==> config.mk <==
export PLATFORM = sky130hd
export DESIGN_NAME = sparse_polynomial_adder_top
export DESIGN_NICKNAME = d
export VERILOG_FILES = /design/src/design/spa_pkg.sv /design/src/design/spa_ram.sv /design/src/design/spa_ctrl.sv /design/src/design/spa_datapath.sv /design/src/design/sparse_polynomial_adder_top.sv
export SDC_FILE = /design/constraint.sdc
export NUM_CORES = 2
export LEC_CHECK = 0
export ABC_AREA = 1
export BUFFER_PORTS_ARGS = -buffer_cell sky130_fd_sc_hd__buf_2
export CORE_MARGIN = 3
export CORE_UTILIZATION = 44
export CTS_CLUSTER_SIZE = 16
export DETAILED_ROUTE_END_ITERATION = 10
export GPL_TIMING_DRIVEN = 0
export PLACE_DENSITY = 0.71
export SYNTH_ARGS = -nofsm -noshare
export SYNTH_HDL_FRONTEND = slang
export SYNTH_SLANG_ARGS = --single-unit
==> constraint.sdc <==
create_clock -name clk_i -period 13.1 [get_ports clk_i]
set_input_delay 1.965 -clock clk_i [delete_from_list [all_inputs] [get_ports clk_i]]
set_output_delay 1.965 -clock clk_i [all_outputs]
set_load 0.05 [all_outputs]
==> src/design/spa_pkg.sv <==
// shared types and constants for the sparse polynomial adder
package spa_pkg;

  localparam int TermDepthDefault = 16;
  localparam int CoefW = 16;
  localparam int ExpW  = 8;
  localparam int SumW  = 17;
  localparam int ModeW = 2;

  localparam logic [ModeW-1:0] ModeLoadA = 2'd0;
  localparam logic [ModeW-1:0] ModeLoadB = 2'd1;
  localparam logic [ModeW-1:0] ModeStart = 2'd2;

  typedef struct packed {
    logic [ModeW-1:0]        mode;
    logic signed [CoefW-1:0] coefficient;
    logic [ExpW-1:0]         exponent;
  } spa_req_t;

  typedef struct packed {
    logic signed [SumW-1:0] sum_coefficient;
    logic [ExpW-1:0]        sum_exponent;
    logic                   last;
    logic                   terms_dropped;
  } spa_res_t;

  // controller to datapath
  typedef struct packed {
    logic load_a;
    logic load_b;
    logic start;
    logic merge_step;
    logic emit_init;
    logic emit_step;
    logic clear;
  } spa_cmd_t;

  // datapath to controller
  typedef struct packed {
    logic merge_done;
    logic emit_empty;
  } spa_status_t;

endpackage

==> src/design/spa_ram.sv <==
// generic single write port ram with registered read
module spa_ram #(
  parameter int WIDTH = 8,
  parameter int DEPTH = 16
) (
  input  logic                                       clk_i,
  input  logic                                       we_i,
  input  logic [((DEPTH > 1) ? $clog2(DEPTH) : 1)-1:0] waddr_i,
  input  logic [WIDTH-1:0]                           wdata_i,
  input  logic                                       re_i,
  input  logic [((DEPTH > 1) ? $clog2(DEPTH) : 1)-1:0] raddr_i,
  output logic [WIDTH-1:0]                           rdata_o
);

  logic [WIDTH-1:0] mem_q [DEPTH];

  always_ff @(posedge clk_i) begin
    if (we_i) begin
      mem_q[waddr_i] <= wdata_i;
    end
    if (re_i) begin
      rdata_o <= mem_q[raddr_i];
    end
  end

endmodule

==> src/design/spa_ctrl.sv <==
// controller state machine: load decode, merge walk, reversed emit
module spa_ctrl (
  input  logic                       clk_i,
  input  logic                       rst_ni,
  input  logic                       start_i,
  input  logic [spa_pkg::ModeW-1:0]  mode_i,
  input  spa_pkg::spa_status_t       status_i,
  output spa_pkg::spa_cmd_t          cmd_o,
  output logic                       busy_o
);

  typedef enum logic [1:0] {
    ST_IDLE,
    ST_MERGE,
    ST_EMIT,
    ST_DONE
  } state_e;

  state_e state_q;
  logic   busy_q;
  logic   accept;

  assign accept = start_i && !busy_q;
  assign busy_o = busy_q;

  always_comb begin
    cmd_o = '0;
    unique case (state_q)
      ST_IDLE: begin
        cmd_o.load_a = accept && (mode_i == spa_pkg::ModeLoadA);
        cmd_o.load_b = accept && (mode_i == spa_pkg::ModeLoadB);
        cmd_o.start  = accept && (mode_i == spa_pkg::ModeStart);
      end
      ST_MERGE: begin
        cmd_o.merge_step = !status_i.merge_done;
        cmd_o.emit_init  = status_i.merge_done;
      end
      ST_EMIT: begin
        cmd_o.emit_step = !status_i.emit_empty;
      end
      ST_DONE: begin
        cmd_o.clear = 1'b1;
      end
      default: begin
        cmd_o = '0;
      end
    endcase
  end

  always_ff @(posedge clk_i or negedge rst_ni) begin
    if (!rst_ni) begin
      state_q <= ST_IDLE;
      busy_q  <= 1'b0;
    end else begin
      unique case (state_q)
        ST_IDLE: begin
          if (accept && (mode_i == spa_pkg::ModeStart)) begin
            state_q <= ST_MERGE;
            busy_q  <= 1'b1;
          end
        end
        ST_MERGE: begin
          if (status_i.merge_done) begin
            state_q <= ST_EMIT;
          end
        end
        ST_EMIT: begin
          // the final read's data is on the ports while k is already zero
          if (status_i.emit_empty) begin
            state_q <= ST_DONE;
          end
        end
        ST_DONE: begin
          state_q <= ST_IDLE;
          busy_q  <= 1'b0;
        end
        default: begin
          state_q <= ST_IDLE;
          busy_q  <= 1'b0;
        end
      endcase
    end
  end

endmodule

==> src/design/spa_datapath.sv <==
// term stores, merge compare and add, run buffer and result register
module spa_datapath #(
  parameter int TERM_DEPTH = spa_pkg::TermDepthDefault
) (
  input  logic              clk_i,
  input  logic              rst_ni,
  input  spa_pkg::spa_req_t req_i,
  input  spa_pkg::spa_cmd_t cmd_i,
  output spa_pkg::spa_status_t status_o,
  output spa_pkg::spa_res_t res_o,
  output logic              res_valid_o
);

  localparam int CntW     = $clog2(TERM_DEPTH + 1);
  localparam int IdxW     = (TERM_DEPTH > 1) ? $clog2(TERM_DEPTH) : 1;
  localparam int RunDepth = 2 * TERM_DEPTH;
  localparam int RunIdxW  = $clog2(RunDepth);
  localparam int RunCntW  = $clog2(RunDepth + 1);
  localparam int RunW     = spa_pkg::SumW + spa_pkg::ExpW;

  logic [spa_pkg::CoefW-1:0] a_coef_q [TERM_DEPTH];
  logic [spa_pkg::ExpW-1:0]  a_exp_q  [TERM_DEPTH];
  logic [spa_pkg::CoefW-1:0] b_coef_q [TERM_DEPTH];
  logic [spa_pkg::ExpW-1:0]  b_exp_q  [TERM_DEPTH];

  logic [CntW-1:0]    a_cnt_q, b_cnt_q;
  logic [CntW-1:0]    i_q, j_q;
  logic [RunCntW-1:0] n_q, k_q;
  logic               flag_q;
  logic               valid_q, last_q;

  logic [CntW-1:0]    i_m1, j_m1;
  logic [IdxW-1:0]    ia, jb;
  logic [RunCntW-1:0] k_m1;
  logic               a_full, b_full;

  logic signed [spa_pkg::SumW-1:0] ca, cb, run_coef;
  logic [spa_pkg::ExpW-1:0]        ea, eb, run_exp;
  logic                            take_a, take_b;
  logic [RunW-1:0]                 rdata;

  assign a_full = (a_cnt_q == CntW'(TERM_DEPTH));
  assign b_full = (b_cnt_q == CntW'(TERM_DEPTH));

  assign i_m1 = i_q - CntW'(1);
  assign j_m1 = j_q - CntW'(1);
  assign ia   = i_m1[IdxW-1:0];
  assign jb   = j_m1[IdxW-1:0];
  assign k_m1 = k_q - RunCntW'(1);

  assign ca = spa_pkg::SumW'($signed(a_coef_q[ia]));
  assign cb = spa_pkg::SumW'($signed(b_coef_q[jb]));
  assign ea = a_exp_q[ia];
  assign eb = b_exp_q[jb];

  // walk from the newest term, smaller exponent first, both on a tie
  always_comb begin
    take_a = 1'b0;
    take_b = 1'b0;
    priority if ((i_q != '0) && (j_q != '0)) begin
      take_a = (ea <= eb);
      take_b = (eb <= ea);
    end else if (i_q != '0) begin
      take_a = 1'b1;
    end else begin
      take_b = (j_q != '0);
    end
  end

  always_comb begin
    run_coef = '0;
    run_exp  = ea;
    if (take_a) begin
      run_coef = ca;
    end
    if (take_b) begin
      run_coef = run_coef + cb;
      run_exp  = eb;
    end
  end

  assign status_o.merge_done = (i_q == '0) && (j_q == '0);
  assign status_o.emit_empty = (k_q == '0);

  always_ff @(posedge clk_i) begin
    if (cmd_i.load_a && !a_full) begin
      a_coef_q[a_cnt_q[IdxW-1:0]] <= req_i.coefficient;
      a_exp_q[a_cnt_q[IdxW-1:0]]  <= req_i.exponent;
    end
    if (cmd_i.load_b && !b_full) begin
      b_coef_q[b_cnt_q[IdxW-1:0]] <= req_i.coefficient;
      b_exp_q[b_cnt_q[IdxW-1:0]]  <= req_i.exponent;
    end
  end

  always_ff @(posedge clk_i or negedge rst_ni) begin
    if (!rst_ni) begin
      a_cnt_q <= '0;
      b_cnt_q <= '0;
      flag_q  <= 1'b0;
      i_q     <= '0;
      j_q     <= '0;
      n_q     <= '0;
      k_q     <= '0;
      valid_q <= 1'b0;
      last_q  <= 1'b0;
    end else begin
      if (cmd_i.load_a) begin
        if (a_full) begin
          flag_q <= 1'b1;
        end else begin
          a_cnt_q <= a_cnt_q + CntW'(1);
        end
      end
      if (cmd_i.load_b) begin
        if (b_full) begin
          flag_q <= 1'b1;
        end else begin
          b_cnt_q <= b_cnt_q + CntW'(1);
        end
      end
      if (cmd_i.start) begin
        i_q <= a_cnt_q;
        j_q <= b_cnt_q;
        n_q <= '0;
      end
      if (cmd_i.merge_step) begin
        if (take_a) begin
          i_q <= i_m1;
        end
        if (take_b) begin
          j_q <= j_m1;
        end
        n_q <= n_q + RunCntW'(1);
      end
      if (cmd_i.emit_init) begin
        k_q <= n_q;
      end
      if (cmd_i.emit_step) begin
        k_q <= k_m1;
      end
      valid_q <= cmd_i.emit_step;
      last_q  <= cmd_i.emit_step && (k_q == RunCntW'(1));
      if (cmd_i.clear) begin
        a_cnt_q <= '0;
        b_cnt_q <= '0;
        flag_q  <= 1'b0;
      end
    end
  end

  // run buffer: written in walk order, read back newest first
  spa_ram #(
    .WIDTH(RunW),
    .DEPTH(RunDepth)
  ) u_run_ram (
    .clk_i  (clk_i),
    .we_i   (cmd_i.merge_step),
    .waddr_i(n_q[RunIdxW-1:0]),
    .wdata_i({run_coef, run_exp}),
    .re_i   (cmd_i.emit_step),
    .raddr_i(k_m1[RunIdxW-1:0]),
    .rdata_o(rdata)
  );

  assign res_o.sum_coefficient = rdata[RunW-1:spa_pkg::ExpW];
  assign res_o.sum_exponent    = rdata[spa_pkg::ExpW-1:0];
  assign res_o.last            = last_q;
  assign res_o.terms_dropped   = flag_q;
  assign res_valid_o           = valid_q;

endmodule

==> src/design/sparse_polynomial_adder_top.sv <==
// top level of the sparse polynomial adder: controller, datapath, checks
//
//   channel   direction  handshake                    payload
//   request   in         start & !busy                req_i   (spa_req_t)
//   result    out        res_valid_o, one cycle only  res_o   (spa_res_t)
//
// a load request leaves busy low
// a start request holds busy while it walks both lists into the run buffer,
// writing one result term per step, then reads the terms back through the
// ram's registered port, plus turnaround and clear
// reset clears both term counts and the dropped flag; term stores need no reset
// results go out back to back and the receiver takes every strobe
module sparse_polynomial_adder_top #(
  parameter int TERM_DEPTH = spa_pkg::TermDepthDefault
) (
  input  logic              clk_i,
  input  logic              rst_ni,
  input  logic              start,
  output logic              busy,
  input  spa_pkg::spa_req_t req_i,
  output spa_pkg::spa_res_t res_o,
  output logic              res_valid_o
);

  spa_pkg::spa_cmd_t    cmd;
  spa_pkg::spa_status_t status;

  spa_ctrl u_ctrl (
    .clk_i   (clk_i),
    .rst_ni  (rst_ni),
    .start_i (start),
    .mode_i  (req_i.mode),
    .status_i(status),
    .cmd_o   (cmd),
    .busy_o  (busy)
  );

  spa_datapath #(
    .TERM_DEPTH(TERM_DEPTH)
  ) u_datapath (
    .clk_i      (clk_i),
    .rst_ni     (rst_ni),
    .req_i      (req_i),
    .cmd_i      (cmd),
    .status_o   (status),
    .res_o      (res_o),
    .res_valid_o(res_valid_o)
  );

  a_result_while_busy: assert property (@(posedge clk_i) disable iff (!rst_ni)
    res_valid_o |-> busy)
    else $error("result strobe outside a start request");

  a_start_sets_busy: assert property (@(posedge clk_i) disable iff (!rst_ni)
    (start && !busy && (req_i.mode == spa_pkg::ModeStart)) |=> busy)
    else $error("start request did not raise busy");

  a_load_stays_idle: assert property (@(posedge clk_i) disable iff (!rst_ni)
    (start && !busy && (req_i.mode != spa_pkg::ModeStart)) |=> !busy)
    else $error("load request raised busy");

  a_last_ends_run: assert property (@(posedge clk_i) disable iff (!rst_ni)
    (res_valid_o && res_o.last) |=> !res_valid_o)
    else $error("result after last term");

endmodule
==> results.json <==
{
  "status": "completed",
  "fillCellCount": 12700,
  "setup_tns_ns": 0,
  "postLayoutCoreUtil": 0.506,
  "setup_violations": 0,
  "cp_slowest_cell": "nand2_2",
  "cts_sinks": 1631,
  "first_pass_iters": 8,
  "clk_pin_slew_ns": 0.07,
  "hold_viol_final": 0,
  "die-area_um2": 157000,
  "grt_max_degree": 39,
  "dp.cells": 7836,
  "clock_skew_ns": 0.0326,
  "grt_overflow": 0,
  "synth_edf_count": 1593,
  "seqCellArea_um2": 48800,
  "drv_slew": 0,
  "die_h_um": 396,
  "max_freq_mhz": 137,
  "syn_nets": 5788,
  "grt_pass1_vias": 43900,
  "cpMostUsedCell": "nand2_1",
  "cts_tree": "done",
  "cts_buffers": 162,
  "async_flop_share": 0.0233,
  "synth_warnings": 0,
  "ant_nets": 0,
  "synthCells": 5713,
  "cts_root_buf": "clkbuf_16",
  "post-cts-setup-buffers": 0,
  "via_count": 46200,
  "dp_hpwl_mm": 123,
  "die_w_um": 396,
  "slew_headroom": 0.142,
  "clk_latency_ns": 0.80,
  "post_synth.cell_area_avg_um2": 11.7,
  "routedWlPerCell_um": 23.1,
  "maxCapViolations": 0,
  "hold_buffers": 0,
  "area_delta_synth_final_pct": 13.7,
  "r2r_end": "u_datapath.u_run_ram.mem_q[27][20]",
  "power_density_nw_per_um2": 134,
  "initial_core_util": 0.445,
  "min-delay-start": "u_datapath.a_cnt_q[4]",
  "antenna_found_initial": 3,
  "final_cells": 8128,
  "tightest_slew_ns": 1.29,
  "yosysUniqueCellTypes": 34,
  "whs_path_depth": 1,
  "start_kind": "flip-flop",
  "clock_path_buffers": 3,
  "ioPinCount": 58,
  "vdd_drop_max_mv": 0.133,
  "grtUsageTotal": 0.236,
  "wirelength_mm": 188,
  "multi_input_area_um2": 16600,
  "rsz0062_at_grt": "false",
  "grt_pass1_wl_mm": 277,
  "core_area_um2": 150000,
  "cp.arrival_ns": 7.75,
  "place.gp.congestion": 0.915,
  "cp-end-kind": "flip-flop",
  "synth.cell_area_um2": 66900,
  "drt-initial-drc-count": 6020,
  "r2r_start": "u_datapath.j_q[0]",
  "placementRows": 142,
  "cp_max_fo": 32,
  "r2r_setup_slack_ns": 5.80,
  "fin_crit_sh": 0.557,
  "drc": 0,
  "power.total_mw": 10.2,
  "cts_resized": 0,
  "critPathRequiredTime_ns": 13.55,
  "hold_class": "reg2reg",
  "ys.flop_type": "edfxtp_1",
  "fin_nets": 6059,
  "vias_per_cell": 5.68,
  "drive_above_1_share": 0.0923,
  "port_buffers": 57,
  "cts_max_level": 4,
  "path_class": "reg2reg",
  "ys_seq_area_frac": 0.729,
  "leakage_nw": 26.7,
  "min_to": "u_datapath.a_cnt_q[4]",
  "min_period_ns": 7.30,
  "rr_worst_depth": 35,
  "critPathMaxStageDelay_ns": 0.68,
  "ys_ff_latch": 1631
}
critical path, delay by kind of cell (launching register included):
family	cells	cell delay (ns)
fa+ha+maj	4	1.31
buf+inv	10	2.22
flops	1	0.46
simple gates	21	2.96
how the worst max path moves through the flow:
stage                      startpoint                            endpoint  slack (ns)  depth (start not counted)
floorplan           u_datapath.j_q[0]   u_datapath.u_run_ram.mem_q[0][22]        8.09                         35
global placement    u_datapath.j_q[0]   u_datapath.u_run_ram.mem_q[12][0]        4.29                         21
detailed placement  u_datapath.j_q[0]   u_datapath.u_run_ram.mem_q[0][24]        5.61                         35
CTS                 u_datapath.j_q[0]  u_datapath.u_run_ram.mem_q[23][24]        5.55                         35
global route        u_datapath.j_q[0]  u_datapath.u_run_ram.mem_q[30][22]        5.42                         35
finish              u_datapath.j_q[0]  u_datapath.u_run_ram.mem_q[27][20]        5.80                         35
area by class of cell:
class / instances / area share
inverter: 130 / 0.00641
antenna: 2 / 0.0000658
clock inverter: 88 / 0.00928
clock buffer: 202 / 0.0569
sequential: 1631 / 0.641
timing repair buffer: 107 / 0.0162
buffer: 334 / 0.0188
tap: 2016 / 0.0332
multi-input combinational: 3618 / 0.218
power breakdown:
| group | switching, mW | leakage, nW | internal (mW) |
|---|---|---|---|
| Clock | 1.97 | 2.47 | 2.51 |
| Sequential | 0 | 14.2 | 5.68 |
| Combinational | 0.0479 | 9.96 | 0.00308 |
synth_stat cells, drive strengths merged (2+ instances only):
cell	number	area share
o22ai	13	0.0012
a22oi	41	0.0046
nand2	1745	0.098
a21oi	147	0.011
buf	163	0.012
clkbuf	171	0.0096
ha	45	0.0084
dfrtp	38	0.014
edfxtp	1593	0.71
xnor2	5	0.00088
o21ai	213	0.016
inv	130	0.0073
nand4	9	0.00084
nor2	335	0.019
nor3	8	0.00060
or2	2	0.00019
xor2	11	0.0018
o211ai	39	0.0044
a211oi	2	0.00022
nand3	997	0.075
routing by layer:
metal	share of wire	routed length (µm)	GRT usage	vias to the layer above
met1	0.38	71100	0.314	22400
met5	0	0	0	-
met2	0.47	87500	0.375	2665
met3	0.11	19800	0.0483	456
li1	-	-	-	20700
met4	0.050	9400	0.109	0
layout by cell type (no fill, tap or decap), types with 11 or more instances in the layout:
| cell type | count |
|---|---|
| a21oi_1 | 147 |
| a22oi_1 | 41 |
| buf_1 | 32 |
| buf_16 | 13 |
| buf_2 | 183 |
| buf_8 | 30 |
| clkbuf_1 | 204 |
| clkbuf_16 | 167 |
| clkinv_1 | 38 |
| clkinv_2 | 24 |
| dfrtp_1 | 38 |
| edfxtp_1 | 1593 |
| ha_1 | 45 |
| inv_1 | 119 |
| inv_2 | 11 |
| nand2_1 | 1724 |
| nand2_2 | 21 |
| nand3_1 | 996 |
| nor2_1 | 270 |
| nor2_2 | 37 |
| nor2_4 | 28 |
| o211ai_1 | 39 |
| o21ai_0 | 212 |
| o22ai_1 | 13 |
cells by family after synthesis:
kind of cell	Yosys count	share of synthesized area
buffers and inverters	464	0.0287
AOI/OAI and AO/OA	458	0.0377
adders and majority gates	46	0.00871
xor gates and xnor gates	16	0.00266
DFF	1631	0.729
and+or+nand+nor	3098	0.193
registers in the layout, summed over array words and instances (netlist names), 2 cells and up:
name / cells
u_datapath.b_exp_q: 128
u_datapath.a_cnt_q: 5
u_datapath.i_q: 5
u_datapath.b_coef_q: 256
u_datapath.n_q: 6
u_datapath.u_run_ram.rdata_o: 25
u_datapath.a_coef_q: 256
u_datapath.a_exp_q: 128
u_datapath.j_q: 5
u_datapath.u_run_ram.mem_q: 800
u_ctrl.state_q: 2
u_datapath.k_q: 6
u_datapath.b_cnt_q: 5
metrics by stage:
step / instance area [µm²] / setup slack, ns / hold WS (ns)
6_report: 76100 / 5.80 / 0.497
5_1_grt: 76100 / 5.42 / 0.526
4_1_cts: 76100 / 5.55 / 0.492
3_5_place_dp: 71000 / 5.61 / 0.483
3_3_place_gp: 69700 / 4.29 / 0.479
2_1_floorplan: 66900 / 8.09 / 0.455
(Power assumes the default switching activity.)
